`config.mk`:
```
export PLATFORM = sky130hd
export DESIGN_NAME = chim_ctrl
export DESIGN_NICKNAME = d
export VERILOG_FILES = /design/src/hw/rtl/assert_macros.svh /design/src/hw/rtl/chim_pkg.sv /design/src/hw/rtl/chim_ctrl.sv
export SDC_FILE = /design/constraint.sdc
export NUM_CORES = 1
export LEC_CHECK = 0
export BUFFER_PORTS_ARGS = -buffer_cell sky130_fd_sc_hd__buf_4
export CORE_AREA = 2 2 39 41
export DETAILED_ROUTE_END_ITERATION = 7
export DIE_AREA = 0 0 41 43
export HOLD_SLACK_MARGIN = 0.1
export PLACE_DENSITY = 0.71
export SYNTH_ARGS = -nofsm -noshare
export SYNTH_HDL_FRONTEND = slang
export SYNTH_SLANG_ARGS = --single-unit
```
`constraint.sdc`:
```
create_clock -name clk -period 3 [get_ports clk]
set_clock_uncertainty 0.1 [all_clocks]
set_input_delay 0.6 -clock clk [delete_from_list [all_inputs] [get_ports clk]]
set_output_delay 0.6 -clock clk [all_outputs]
set_load 0.1 [all_outputs]
```
`src/hw/rtl/assert_macros.svh`:
```
// assertion macros included by the top level rtl file
`ifndef ASSERT_MACROS_SVH
`define ASSERT_MACROS_SVH

// property that must hold on every clock edge outside reset
`define ASSERT_CLK_RST(lbl, clk, rst_n, prop, msg) \
    lbl: assert property (@(posedge clk) disable iff (!rst_n) prop) else $error(msg);

// condition that must never be seen outside reset
`define ASSERT_NEVER(lbl, clk, rst_n, prop, msg) \
    lbl: assert property (@(posedge clk) disable iff (!rst_n) !(prop)) else $error(msg);

`endif

```
`src/hw/rtl/chim_pkg.sv`:
```
// shared types and constants of the key to index hash map
`timescale 1ns / 1ps

package chim_pkg;

    // field widths of the request and result
    localparam int KEY_W    = 31;
    localparam int INDEX_W  = 12;
    localparam int STATUS_W = 2;

    // digit hash: sum of digit * 17^position, 32 bit wrap
    localparam int          HASH_W   = 32;
    localparam int          DIGIT_W  = 4;
    localparam logic [31:0] HASH_MUL = 32'd17;

    // divide by ten through a reciprocal multiply, exact for 31 bit keys
    localparam logic [31:0] DIV10_RECIP = 32'hCCCCCCCD;
    localparam int          DIV10_SHIFT = 35;
    localparam int          PROD_W      = KEY_W + 32;

    // bucket reduction: restoring remainder, two hash bits per step
    localparam int MOD_BITS_PER_STEP = 2;
    localparam int MOD_STEPS         = HASH_W / MOD_BITS_PER_STEP;
    localparam int MOD_CNT_W         = $clog2(MOD_STEPS);

    typedef enum logic [STATUS_W-1:0] {
        ST_OK          = 2'd0,
        ST_NOT_FOUND   = 2'd1,
        ST_BUCKET_FULL = 2'd2,
        ST_STORE_FULL  = 2'd3
    } chim_status_t;

    typedef enum logic {
        REQ_INSERT = 1'b0,
        REQ_LOOKUP = 1'b1
    } chim_req_t;

    // commands from the controller to the datapath
    typedef struct packed {
        logic         load;
        logic         div_mul;
        logic         digit_step;
        logic         mod_init;
        logic         mod_step;
        logic         fill_rd;
        logic         ins_wr;
        logic         slot_first;
        logic         slot_next;
        logic         key_rd;
        logic         clr_wr;
        logic         res_set;
        chim_status_t res_code;
        logic         res_idx_count;
        logic         res_idx_cand;
        logic         out_load;
    } chim_cmd_t;

    // status from the datapath to the controller
    typedef struct packed {
        logic key_zero;
        logic mod_last;
        logic clr_last;
        logic bucket_full;
        logic store_full;
        logic is_lookup;
        logic fill_zero;
        logic slot_last;
        logic key_match;
    } chim_stat_t;

endpackage

```
`src/hw/rtl/chim_ctrl.sv`:
```
// controller state machine of the key to index hash map
`timescale 1ns / 1ps

module chim_ctrl (
    input  logic                clk,
    input  logic                rst_n,
    input  logic                in_valid,
    input  logic                out_stall,
    input  chim_pkg::chim_stat_t stat,
    output logic                in_stall,
    output logic                out_valid,
    output chim_pkg::chim_cmd_t cmd
);
    import chim_pkg::*;

    typedef enum logic [3:0] {
        S_CLEAR,
        S_IDLE,
        S_DIV,
        S_DIGIT,
        S_MOD,
        S_FILL,
        S_DECIDE,
        S_SKEY,
        S_SCMP,
        S_DONE
    } state_t;

    state_t state_reg;
    state_t state_next;
    logic   in_stall_reg;
    logic   out_valid_reg;
    logic   out_valid_next;

    // next state and commands
    always_comb
    begin
        cmd        = '0;
        state_next = state_reg;
        unique case (state_reg)
            S_CLEAR:
            begin
                cmd.clr_wr = 1'b1;
                if (stat.clr_last)
                begin
                    state_next = S_IDLE;
                end
            end
            S_IDLE:
            begin
                if (in_valid)
                begin
                    cmd.load   = 1'b1;
                    state_next = S_DIV;
                end
            end
            S_DIV:
            begin
                if (stat.key_zero)
                begin
                    cmd.mod_init = 1'b1;
                    state_next   = S_MOD;
                end
                else
                begin
                    cmd.div_mul = 1'b1;
                    state_next  = S_DIGIT;
                end
            end
            S_DIGIT:
            begin
                cmd.digit_step = 1'b1;
                state_next     = S_DIV;
            end
            S_MOD:
            begin
                cmd.mod_step = 1'b1;
                if (stat.mod_last)
                begin
                    state_next = S_FILL;
                end
            end
            S_FILL:
            begin
                cmd.fill_rd = 1'b1;
                state_next  = S_DECIDE;
            end
            S_DECIDE:
            begin
                if (!stat.is_lookup)
                begin
                    cmd.res_set = 1'b1;
                    state_next  = S_DONE;
                    if (stat.bucket_full)
                    begin
                        cmd.res_code = ST_BUCKET_FULL;
                    end
                    else if (stat.store_full)
                    begin
                        cmd.res_code = ST_STORE_FULL;
                    end
                    else
                    begin
                        cmd.res_code      = ST_OK;
                        cmd.res_idx_count = 1'b1;
                        cmd.ins_wr        = 1'b1;
                    end
                end
                else if (stat.fill_zero)
                begin
                    cmd.res_set  = 1'b1;
                    cmd.res_code = ST_NOT_FOUND;
                    state_next   = S_DONE;
                end
                else
                begin
                    cmd.slot_first = 1'b1;
                    state_next     = S_SKEY;
                end
            end
            S_SKEY:
            begin
                cmd.key_rd = 1'b1;
                state_next = S_SCMP;
            end
            S_SCMP:
            begin
                if (stat.key_match)
                begin
                    cmd.res_set      = 1'b1;
                    cmd.res_code     = ST_OK;
                    cmd.res_idx_cand = 1'b1;
                    state_next       = S_DONE;
                end
                else if (stat.slot_last)
                begin
                    cmd.res_set  = 1'b1;
                    cmd.res_code = ST_NOT_FOUND;
                    state_next   = S_DONE;
                end
                else
                begin
                    cmd.slot_next = 1'b1;
                    state_next    = S_SKEY;
                end
            end
            S_DONE:
            begin
                if (!out_valid_reg || !out_stall)
                begin
                    cmd.out_load = 1'b1;
                    state_next   = S_IDLE;
                end
            end
            default:
            begin
                state_next = S_IDLE;
            end
        endcase
    end

    // result register valid flag
    always_comb
    begin
        if (cmd.out_load)
        begin
            out_valid_next = 1'b1;
        end
        else if (out_valid_reg && !out_stall)
        begin
            out_valid_next = 1'b0;
        end
        else
        begin
            out_valid_next = out_valid_reg;
        end
    end

    // state and registered handshake outputs
    always_ff @(posedge clk or negedge rst_n)
    begin
        if (!rst_n)
        begin
            state_reg     <= S_CLEAR;
            in_stall_reg  <= 1'b1;
            out_valid_reg <= 1'b0;
        end
        else
        begin
            state_reg     <= state_next;
            in_stall_reg  <= (state_next != S_IDLE);
            out_valid_reg <= out_valid_next;
        end
    end

    assign in_stall  = in_stall_reg;
    assign out_valid = out_valid_reg;

endmodule

```
==> implementation parameters, run 1 <==
Parameter                              Value

Status
  Status ... finished, final reports clean

Clock network
  Insertion delay to the later sink of the worst-skew pair ... 0.25 ns
  Post-CTS setup buffers ... 0
  Level count of the clock H-tree ... 1
  CTS Buf Count ... 3
  Resized cells post-CTS ... 0
  Library cell used as clock root buffer ... sky130_fd_sc_hd__clkbuf_4
  Clock-pin transition on the worst setup and hold timing paths ... 0.05 ns
  Number of sinks on the clock net ... 6
  Hold-fix buffers at CTS ... 1
  Clock tree from TritonCTS ... built
  Bufs on Longest Clock Path ... 2

Timing
  Worst slew margin relative to its limit ... 68.8%
  Portion of the clock cycle consumed by the worst path in the final layout ... about 87%
  Post-layout min period ... 2.62 ns
  Slew @ Worst Pin ... approximately 0.47 ns
  Final number of max-transition violations ... 0
  Final setup viols ... 0
  Max Freq ... around 380 MHz
  Setup repair after global routing missed its margin ... false
  Number of hold-slack violations in the final timing report ... 0

Route
  Uppermost routed layer ... met3
  DRC violation count after routing ... 0
  Vias after detailed routing ... 614
  Starting DRT DRC Count ... 9
  Remaining number of nets flagged by the antenna check after routing ... 0
  Sum of met3 wire segment lengths after detailed routing ... 90 um
  Sum of met2 wire segment lengths after detailed routing ... between 700 and 800 um
  Post-detailed-route wirelength per cell ... between 10 and 15 um
  First-pass iteration count of the detailed router ... 4
  Wirelength, routed ... about 1.4 mm
  Routed via count divided by cell count ... between 5 and 6
  Sum of routed wire segments on met1 ... around 600 um

Power
  IR Drop Worst-Case VDD ... 0.512 mV
  Clock share of power ... 8.6%
  Internal power contribution ... between 0.3 and 0.4 mW
  Logic gate share of total power ... 70.9%
  Power density normalized to cell area ... roughly 1200 nW/um^2
  Part of the total power dissipated in sequential elements ... between 20% and 30%
  Sw frac ... between 60% and 70%
  Total Power ... around 0.94 mW
  P_sw ... roughly 0.60 mW
  Standby leakage power ... 0.382 nW

Critical path
  Delay of the slowest cell on the worst path ... between 0.5 and 0.6 ns
  CP Max Fanout ... 15
  CP Launch Type ... flip-flop
  Series of cell instances along the critical path ... or4b_4, o22ai_2, buf_4
  Critical path's slowest cell ... sky130_fd_sc_hd__or4b_4
  Data required time of the critical path ... between 2 and 2.5 ns
  Setup Crit Path Kind ... reg2out
  Data arrival time of the critical path ... about 1.9 ns
  Crit end category ... output pin

Logic synthesis
  Warnings from Yosys ... 0
  Number of nets produced by synthesis ... 79
  Seq cells post-synth ... 6
  Post-synthesis instance area ... between 500 and 600 um^2
  Number of cells produced by synthesis ... between 60 and 70
  Syn avg cell area ... approximately 8.0 um^2
  Number of different library cells in the post-synthesis netlist ... 29
  Sequential cell area fraction in the yosys report ... about 29%

Global route
  Number of antenna violations at the first check in global routing ... 0
  Gr usage total ... 18.8%
  Wire length of the first global-routing pass ... around 2.3 mm
  Vias in the first global route ... roughly 550
  Congestion Overflow GR ... 0
  Maximum number of pins on one net before global-route repair ... 16

Floorplan
  Area inside the core boundary ... 1380 um^2
  Placement row count ... 14
  Die X-Extent ... about 40 um
  Boundary pin count ... 32
  Die height ... 43 um
  Total die area ... about 1800 um^2
  Initial standard-cell utilization of the core ... a little under two fifths

Run
  MaxCap Viol Count ... 0

Hold path
  Min-Delay Path Class ... reg2reg

Finish
  Number of antenna cells inserted ... 0
  Post-synthesis to final-layout area growth ... 52.8%
  Number of flip-flops under the largest register name ... 4
  Ratio of cells with drive above 1 in the final layout ... a little under half
  # nets final ... 110
  Post-route standard cell area excluding fillers ... 807 um^2

Placement
  DP Wirelength ... between 1 and 1.5 mm
  Global placement routability congestion ... around 0.8
  Placed standard-cell area ... 771 um^2
  IO Port Bufs ... 31
placed cells by master, fill, tap and decap left out, drive strengths merged:
cell type,netlist,layout
buf,6,31
nor2,9,9
inv,5,5
dfrtp,5,5
nor3,5,5
nand2,4,4
clkbuf,0,4
nand2b,3,3
and3,3,3
a21oi,3,3
nor4,3,3
nor2b,2,2
nand4bb,2,2
o21ai,2,2
or4b,1,1
o2bb2ai,1,1
o211ai,1,1
a311o,1,1
o22ai,1,1
or4bb,1,1
or3,1,1
a21boi,1,1
nor3b,1,1
a211oi,1,1
o311ai,1,1
o32ai,1,1
and2,1,1
dlygate4sd3,0,1
dfstp,1,1
metrics by stage:
stage,std cells,setup WS (ns),util (%),hold slack (ns),setup TNS [ns]
floorplan,66,-0.749,-,0.204,-1.89
global placement,107,0.673,55.7,0.308,0
detailed placement,107,0.654,55.7,0.311,0
CTS,112,0.364,58.3,0.419,0
global route,112,0.236,58.3,0.482,0
finish,112,0.382,58.3,0.418,0
synth_stat cells:
master / number / area (um^2)
sky130_fd_sc_hd__nor3_1: 4 / 20.0
sky130_fd_sc_hd__dfrtp_1: 5 / 125
sky130_fd_sc_hd__nor2b_1: 2 / 12.5
sky130_fd_sc_hd__o211ai_1: 1 / 7.51
sky130_fd_sc_hd__a21boi_0: 1 / 7.51
sky130_fd_sc_hd__nor4_1: 3 / 18.8
sky130_fd_sc_hd__o21ai_0: 2 / 10.0
sky130_fd_sc_hd__o311ai_1: 1 / 8.76
sky130_fd_sc_hd__nor3_2: 1 / 10.0
sky130_fd_sc_hd__o22ai_2: 1 / 12.5
sky130_fd_sc_hd__and2_1: 1 / 6.26
sky130_fd_sc_hd__o2bb2ai_1: 1 / 8.76
sky130_fd_sc_hd__nand2_1: 4 / 15.0
sky130_fd_sc_hd__and3_1: 3 / 18.8
sky130_fd_sc_hd__inv_1: 5 / 18.8
sky130_fd_sc_hd__nor2_1: 9 / 33.8
sky130_fd_sc_hd__buf_2: 2 / 10.0
sky130_fd_sc_hd__nor3b_1: 1 / 7.51
sky130_fd_sc_hd__a211oi_1: 1 / 7.51
sky130_fd_sc_hd__buf_4: 4 / 30.0
sky130_fd_sc_hd__a21oi_1: 3 / 15.0
sky130_fd_sc_hd__or4bb_1: 1 / 11.3
sky130_fd_sc_hd__a311o_2: 1 / 11.3
sky130_fd_sc_hd__dfstp_2: 1 / 26.3
sky130_fd_sc_hd__or3_4: 1 / 11.3
sky130_fd_sc_hd__o32ai_1: 1 / 8.76
sky130_fd_sc_hd__nand2b_1: 3 / 18.8
sky130_fd_sc_hd__nand4bb_1: 2 / 22.5
sky130_fd_sc_hd__or4b_4: 1 / 13.8
per-layer routing:
metal	track usage (%)	vias up
met2	30.9	23
met4	7.33	0
li1	-	298
met3	3.14	0
met5	0	-
met1	23.2	293
kinds of logic (layout without fill, tap and decap cells):
group                  Yosys count  after routing  share of synthesized area [%]
AOI/OAI and AO/OA               13             13                           18.5
buffers and inverters           11             41                           11.1
DFF                              6              6                           28.7
and+or+nand+nor                 36             36                           41.7
final timing paths:
path,start,end,slack [ns],cells after the start
setup / recovery,state_reg[1],cmd[5],0.38,3
hold / removal,out_valid,out_valid,0.42,2
setup reg to reg,state_reg[0],in_stall,1.18,4
hold reg to reg,out_valid,out_valid,0.42,2
max in group asynchronous,rst_n,in_stall,2.00,2
min in group asynchronous,rst_n,state_reg[2],0.59,2
power groups by stage:
| stage | combinational [mW] | clock, mW | sequential (mW) |
|---|---|---|---|
| 2_1_floorplan | 0.551 | 0 | 0.193 |
| 3_3_place_gp | 0.663 | 0 | 0.186 |
| 3_5_place_dp | 0.665 | 0 | 0.193 |
| 4_1_cts | 0.671 | 0.0828 | 0.193 |
| 5_1_grt | 0.694 | 0.0901 | 0.205 |
| 6_report | 0.667 | 0.0809 | 0.192 |
final cells by class:
cell class	instances	area (um^2)
Timing Repair Buffer	32	243
Tap cell	16	20.0
Fill cell	141	577
Clock buffer	4	26.3
Multi-Input combinational cell	49	348
Sequential cell	6	151
Inverter	5	18.8
critical path, delay by kind of cell (launching register included):
family	cells	cell delay, ns
AND/OR/NAND/NOR	1	0.58
flip-flops	1	0.54
buffers and inverters	1	0.33
AO/OA/AOI/OAI	1	0.22
(Power assumes the default switching activity.)
==> run 2: changes to the inputs <==
CAP_MARGIN = 20   (was default)
GPL_TIMING_DRIVEN = 0   (was default)
==> run 2 against run 1 <==
  * Clock power is 4.2% higher
  * Critical endpoint is now cmd[0]
  * Maximum frequency is 0.20% higher
  * Core utilization is 2.9 points higher
  * Critical path depth is 2 higher
  * Largest power group unchanged
  * Via count is 1.3% higher
  * Clock-buffer cell count stayed put
  * Final cell count is 5.4% higher
  * Sequential cell count stayed put
  * Register-to-register slack better by 0.15 ns
  * Worst setup slack better by 0.0052 ns
  * Global-route usage is 0.16 points lower
  * Power is 3.2% higher
==> implementation parameters, run 2 (synthesis results as in run 1) <==
Parameter                              Value

Status
  Status ... finished, final reports clean

Critical path
  Series of cell instances along the critical path ... buf_2, or4bb_1, a21oi_1, buf_4, buf_4
  Register-to-register path setup slack ... 1.33 ns
  Critical path origin ... state_reg[2]
  Critical path's slowest cell ... sky130_fd_sc_hd__or4bb_1
  Data required time of the critical path ... around 2.3 ns
  Data arrival time of the critical path ... around 1.9 ns
  CP Launch Type ... flip-flop
  Crit end category ... output pin
  Endpoint of the most critical setup path ... cmd[0]
  Delay of the slowest cell on the worst path ... around 0.55 ns
  Number of buffers and inverters on the critical path ... 3
  Reg2reg end ... in_stall
  Most common cell type on the critical path ... sky130_fd_sc_hd__buf_4
  Cell depth of the worst setup path ... 5
  Setup Crit Path Kind ... reg2out
  Gate family responsible for the most delay along the worst path ... buffers and inverters
  CP Max Fanout ... 10
  Startpoint of the most critical register-to-register path ... state_reg[2]
  Worst Reg2Reg Path Length in Cells ... 5

Hold path
  Min-Delay Path Class ... reg2reg
  Hold path cells ... 2
  Critical hold path startpoint ... out_valid

Power
  Power density normalized to cell area ... 1150 nW/um^2
  IR Drop Worst-Case VDD ... around 0.55 mV
  P_sw ... around 0.61 mW
  Part of the total power dissipated in sequential elements ... 14.2%
  Standby leakage power ... between 0.4 and 0.5 nW
  Logic gate share of total power ... between 70% and 80%
  Internal power contribution ... 0.362 mW
  Sw frac ... between 60% and 70%
  Clock share of power ... ~8.7%

Floorplan
  Total die area ... 1760 um^2
  Initial standard-cell utilization of the core ... 38.2%
  Die X-Extent ... about 40 um
  Boundary pin count ... 32
  Area inside the core boundary ... between 1000 and 1500 um^2
  Die height ... between 40 and 50 um
  Placement row count ... 14

Global route
  Number of antenna violations at the first check in global routing ... 0
  Congestion Overflow GR ... 0
  Maximum number of pins on one net before global-route repair ... 11
  Vias in the first global route ... roughly 530
  Gr usage total ... a little under a fifth
  Wire length of the first global-routing pass ... roughly 2.1 mm

Placement
  IO Port Bufs ... 31
  Global placement routability congestion ... between 0.7 and 0.8
  DP Worst Slack ... about 0.67 ns
  DP Wirelength ... around 1.2 mm
  Placed standard-cell area ... approximately 810 um^2

Timing
  Setup repair after global routing missed its margin ... false
  Max Freq ... 383 MHz
  Number of hold-slack violations in the final timing report ... 0
  Fin worst setup slack ... around 0.39 ns
  Final setup viols ... 0
  Post-layout min period ... 2.61 ns
  Worst slew margin relative to its limit ... between 70% and 80%
  Portion of the clock cycle consumed by the worst path in the final layout ... between 80 and 90%
  Final number of max-transition violations ... 0
  Slew @ Worst Pin ... ~0.34 ns

Route
  Remaining number of nets flagged by the antenna check after routing ... 0
  Wirelength, routed ... ~1.5 mm
  DRC violation count after routing ... 0
  Vias after detailed routing ... approximately 620
  Starting DRT DRC Count ... 9
  Routed via count divided by cell count ... 5.27
  First-pass iteration count of the detailed router ... 4
  Post-detailed-route wirelength per cell ... between 10 and 15 um

Finish
  Post-route standard cell area excluding fillers ... 847 um^2
  Number of flip-flops under the largest register name ... 4
  Number of antenna cells inserted ... 0
  Most common cell after layout, fill and taps aside ... sky130_fd_sc_hd__buf_4
  # nets final ... around 120
  Top library cells by usage in the layout, fill and taps aside ... 35 x sky130_fd_sc_hd__buf_4, 9 x sky130_fd_sc_hd__nor2_1, 5 x sky130_fd_sc_hd__inv_1, 5 x sky130_fd_sc_hd__dfrtp_1, 4 x sky130_fd_sc_hd__nand2_1
  Ratio of cells with drive above 1 in the final layout ... between 50% and 60%
  Post-synthesis to final-layout area growth ... 60.4%

Clock network
  Bufs on Longest Clock Path ... 2
  CTS Buf Count ... 3
  Number of sinks on the clock net ... 6
  Hold-fix buffers at CTS ... 1
  Level count of the clock H-tree ... 1
  Insertion delay to the later sink of the worst-skew pair ... 0.26 ns
  Library cell used as clock root buffer ... sky130_fd_sc_hd__clkbuf_4
  Resized cells post-CTS ... 0
  Clock-pin transition on the worst setup and hold timing paths ... about 0.05 ns
  Post-CTS setup buffers ... 0
  Clock tree from TritonCTS ... built

Run
  MaxCap Viol Count ... 0
run 2: how the worst min path moves through the flow:
stage                end  slack (ns)
4_1_cts        out_valid        0.42
3_3_place_gp   out_valid        0.31
6_report       out_valid        0.41
3_5_place_dp   out_valid        0.31
2_1_floorplan  out_valid        0.20
5_1_grt        out_valid        0.48
run 2: metrics by stage:
stage | instances | utilization, % | hold slack [ns] | setup TNS (ns) | power (mW)
finish | 118 | 61.2 | 0.413 | 0 | 0.970
global route | 118 | 61.2 | 0.477 | 0 | 1.02
CTS | 118 | 61.2 | 0.417 | 0 | 0.979
detailed placement | 113 | 58.6 | 0.312 | 0 | 0.887
global placement | 113 | 58.6 | 0.308 | 0 | 0.884
floorplan | 66 | - | 0.204 | -1.89 | 0.744
run 2: cell type report:
class	instances	area [um^2]
inverter	5	18.8
fill	126	537
buffer	6	40.0
multi-input combinational	49	348
clock buffer	4	26.3
tap	16	20.0
timing repair buffer	32	243
sequential	6	151
run 2: power by group through the flow:
| stage | Clock [mW] | Combinational (mW) | Sequential, mW |
|---|---|---|---|
| 2_1_floorplan | 0 | 0.551 | 0.193 |
| 3_5_place_dp | 0 | 0.748 | 0.139 |
| 5_1_grt | 0.0924 | 0.783 | 0.142 |
| 6_report | 0.0843 | 0.748 | 0.138 |
| 4_1_cts | 0.0896 | 0.751 | 0.138 |
| 3_3_place_gp | 0 | 0.746 | 0.138 |
run 2: layer usage:
layer / global-route usage (%) / up-vias / part of all wire [%]
li1: - / 311 / -
met1: 20.3 / 284 / 43
met2: 30.0 / 24 / 49
met3: 4.71 / 3 / 5.8
met4: 12.0 / 0 / 2.3
met5: 0 / - / 0
run 2: worst register-to-register path: stages, from the launching register on:
cell	delay, ns
sky130_fd_sc_hd__dfrtp_1	0.38
sky130_fd_sc_hd__buf_2	0.18
sky130_fd_sc_hd__or4bb_1	0.55
sky130_fd_sc_hd__nor2_1	0.11
sky130_fd_sc_hd__or3_4	0.13
sky130_fd_sc_hd__nand4bb_1	0.13
==> run 3: changes to the inputs <==
CTS_BUF_LIST = sky130_fd_sc_hd__clkbuf_16   (was default)
clock period = 2.55 ns   (was 3 ns; I/O delays follow)
==> run 3 against run 2 <==
  * Core utilization rose by 6.6 points
  * Die area unchanged
  * Sequential share of layout area fell by 1.7 points
  * Hold slack improved by 0.017 ns
  * Sequential cell count did not move
  * First-iteration DRC count is 33% lower
  * Sequential power grew 22%
  * Routed wire length increased by 8.3%
  * Worst setup slack lost 0.29 ns
==> implementation parameters, run 3 (synthesis results as in run 1) <==
Parameter                              Value

Critical path
  Register-to-register path setup slack ... around 0.9 ns
  Critical path's slowest cell ... sky130_fd_sc_hd__or4bb_1
  Reg2reg end ... in_stall
  CP Max Fanout ... 10
  Data required time of the critical path ... just under 2 ns
  Series of cell instances along the critical path ... buf_2, or4bb_1, a21oi_1, buf_4, buf_6
  Data arrival time of the critical path ... ~1.8 ns
  Setup Crit Path Kind ... reg2out
  Worst Reg2Reg Path Length in Cells ... 5
  Crit end category ... output pin
  CP Launch Type ... flip-flop
  Delay of the slowest cell on the worst path ... approximately 0.55 ns
  Startpoint of the most critical register-to-register path ... state_reg[2]

Route
  First-pass iteration count of the detailed router ... 4
  Wirelength, routed ... ~1.6 mm
  Vias after detailed routing ... 623
  Routed via count divided by cell count ... between 5 and 6
  Remaining number of nets flagged by the antenna check after routing ... 0
  DRC violation count after routing ... 0
  Post-detailed-route wirelength per cell ... approximately 13 um
  Starting DRT DRC Count ... 6

Run
  MaxCap Viol Count ... 0

Timing
  Final number of max-transition violations ... 0
  Number of hold-slack violations in the final timing report ... 0
  Portion of the clock cycle consumed by the worst path in the final layout ... between 90% and 100%
  Worst slew margin relative to its limit ... between 70% and 80%
  Worst Hold Slack ... about 0.43 ns
  Fin worst setup slack ... 0.0984 ns
  Max Freq ... 408 MHz
  Setup TNS ... 0 ns
  Final setup viols ... 0
  Setup repair after global routing missed its margin ... false
  Slew @ Worst Pin ... around 0.33 ns
  Post-layout min period ... about 2.5 ns

Placement
  DP Worst Slack ... approximately 0.21 ns
  Global placement routability congestion ... between 0.7 and 0.8
  DP Wirelength ... around 1.2 mm
  Number of placed instances, taps included ... roughly 110
  IO Port Bufs ... 31
  Placed standard-cell area ... approximately 840 um^2

Clock network
  Clock tree from TritonCTS ... built
  Insertion delay to the later sink of the worst-skew pair ... about 0.23 ns
  Bufs on Longest Clock Path ... 2
  Library cell used as clock root buffer ... sky130_fd_sc_hd__clkbuf_16
  Clock-pin transition on the worst setup and hold timing paths ... about 0.040 ns
  Number of sinks on the clock net ... 6
  CTS Buf Count ... 3
  Post-CTS setup buffers ... 0
  Level count of the clock H-tree ... 1

Global route
  Wire length of the first global-routing pass ... ~2.5 mm
  Maximum number of pins on one net before global-route repair ... 11
  Fraction of met2 tracks used by global routing ... between 30% and 40%
  Congestion Overflow GR ... 0
  Vias in the first global route ... about 580
  Global-route track usage on met1 ... about 22%
  Most Used Layer, Global Route ... met2
  Met3 demand-to-capacity share in global routing ... between 7 and 8%
  Gr usage total ... a little over a fifth
  Number of antenna violations at the first check in global routing ... 0

Floorplan
  Initial standard-cell utilization of the core ... a little under two fifths
  Area inside the core boundary ... 1380 um^2
  Placement row count ... 14
  Total die area ... between 1500 and 2000 um^2
  Die X-Extent ... between 40 and 50 um
  Die height ... 43 um
  Boundary pin count ... 32

Finish
  Ratio of cells with drive above 1 in the final layout ... between 50% and 60%
  # nets final ... ~120
  Post-synthesis to final-layout area growth ... 77.7%
  Area taken by flip-flops and latches ... 151 um^2
  Post-route standard cell area excluding fillers ... 938 um^2
  Top library cells by usage in the layout, fill and taps aside ... 34 x sky130_fd_sc_hd__buf_4, 8 x sky130_fd_sc_hd__nor2_1, 6 x sky130_fd_sc_hd__inv_1, 5 x sky130_fd_sc_hd__dfrtp_1, 4 x sky130_fd_sc_hd__nand2_1
  Number of flip-flops under the largest register name ... 4
  Final cell count without fillers ... around 120
  Number of antenna cells inserted ... 0
  Area of the multi-input gates ... between 300 and 400 um^2
  Final core occ ... between 60 and 70%
  # fillers ... around 130
  Most common cell after layout, fill and taps aside ... sky130_fd_sc_hd__buf_4

Hold path
  Min-Delay Path Class ... in2reg
  Sink of the worst hold path ... out_valid
  Critical hold path startpoint ... out_stall
  Hold path cells ... 3

Power
  Power density normalized to cell area ... approximately 1400 nW/um^2
  Internal power contribution ... roughly 0.58 mW
  Total Power ... approximately 1.3 mW
  Standby leakage power ... roughly 0.45 nW
  Part of the total power dissipated in sequential elements ... between 10% and 20%
  Sw frac ... between 50% and 60%
  IR Drop Worst-Case VDD ... ~0.86 mV
  Logic gate share of total power ... 67.5%
  Clock share of power ... around a fifth
  P_sw ... 0.749 mW

Status
  Status ... finished, final reports clean
## run 3: worst max path at each step
stage                   end  slack (ns)         start  cells past startpoint
floorplan           cmd[11]       -0.76  state_reg[3]                      3
global placement     cmd[3]        0.22  state_reg[3]                      4
detailed placement  cmd[10]        0.21  state_reg[3]                      5
CTS                  cmd[0]        0.04  state_reg[2]                      5
global route        cmd[10]        0.02  state_reg[3]                      5
finish               cmd[0]         0.1  state_reg[2]                      5
## run 3: worst max-delay path, delay by kind of cell (launching register included)
family	cells	cell delay [ns]
AOI/OAI and AO/OA	1	0.14
buffers and inverters	3	0.52
DFF	1	0.40
and+or+nand+nor	1	0.55
## run 3: power by group through the flow
stage / clock network [mW] / registers [mW] / logic (mW)
after detailed placement: 0 / 0.164 / 0.883
after CTS: 0.266 / 0.167 / 0.895
final: 0.263 / 0.168 / 0.895
after floorplan: 0 / 0.227 / 0.650
after global routing: 0.274 / 0.173 / 0.938
after global placement: 0 / 0.163 / 0.883
## run 3: area by class of cell
type / count / share of cell area (%)
multi-input combinational: 49 / 40.8
timing repair buffer: 32 / 26.3
sequential: 6 / 16.1
clock buffer: 3 / 8.00
buffer: 6 / 4.27
tap: 16 / 2.13
inverter: 5 / 2.00
clock inverter: 1 / 0.400
## run 3: layer usage
layer / part of all wire, % / up-vias
li1: - / 307
met1: 38 / 293
met2: 55 / 21
met3: 5.8 / 2
met4: 1.1 / 0
met5: 0 / -
## run 3: what timing repair did
item                                    4_1_cts  5_1_grt
hold endpoints to repair                      5        0
pin swaps                                     0        0
gates resized for setup                       1        1
endpoints found under the setup margin        2        1
cloned                                        0        0
hold buffers                                  1        0
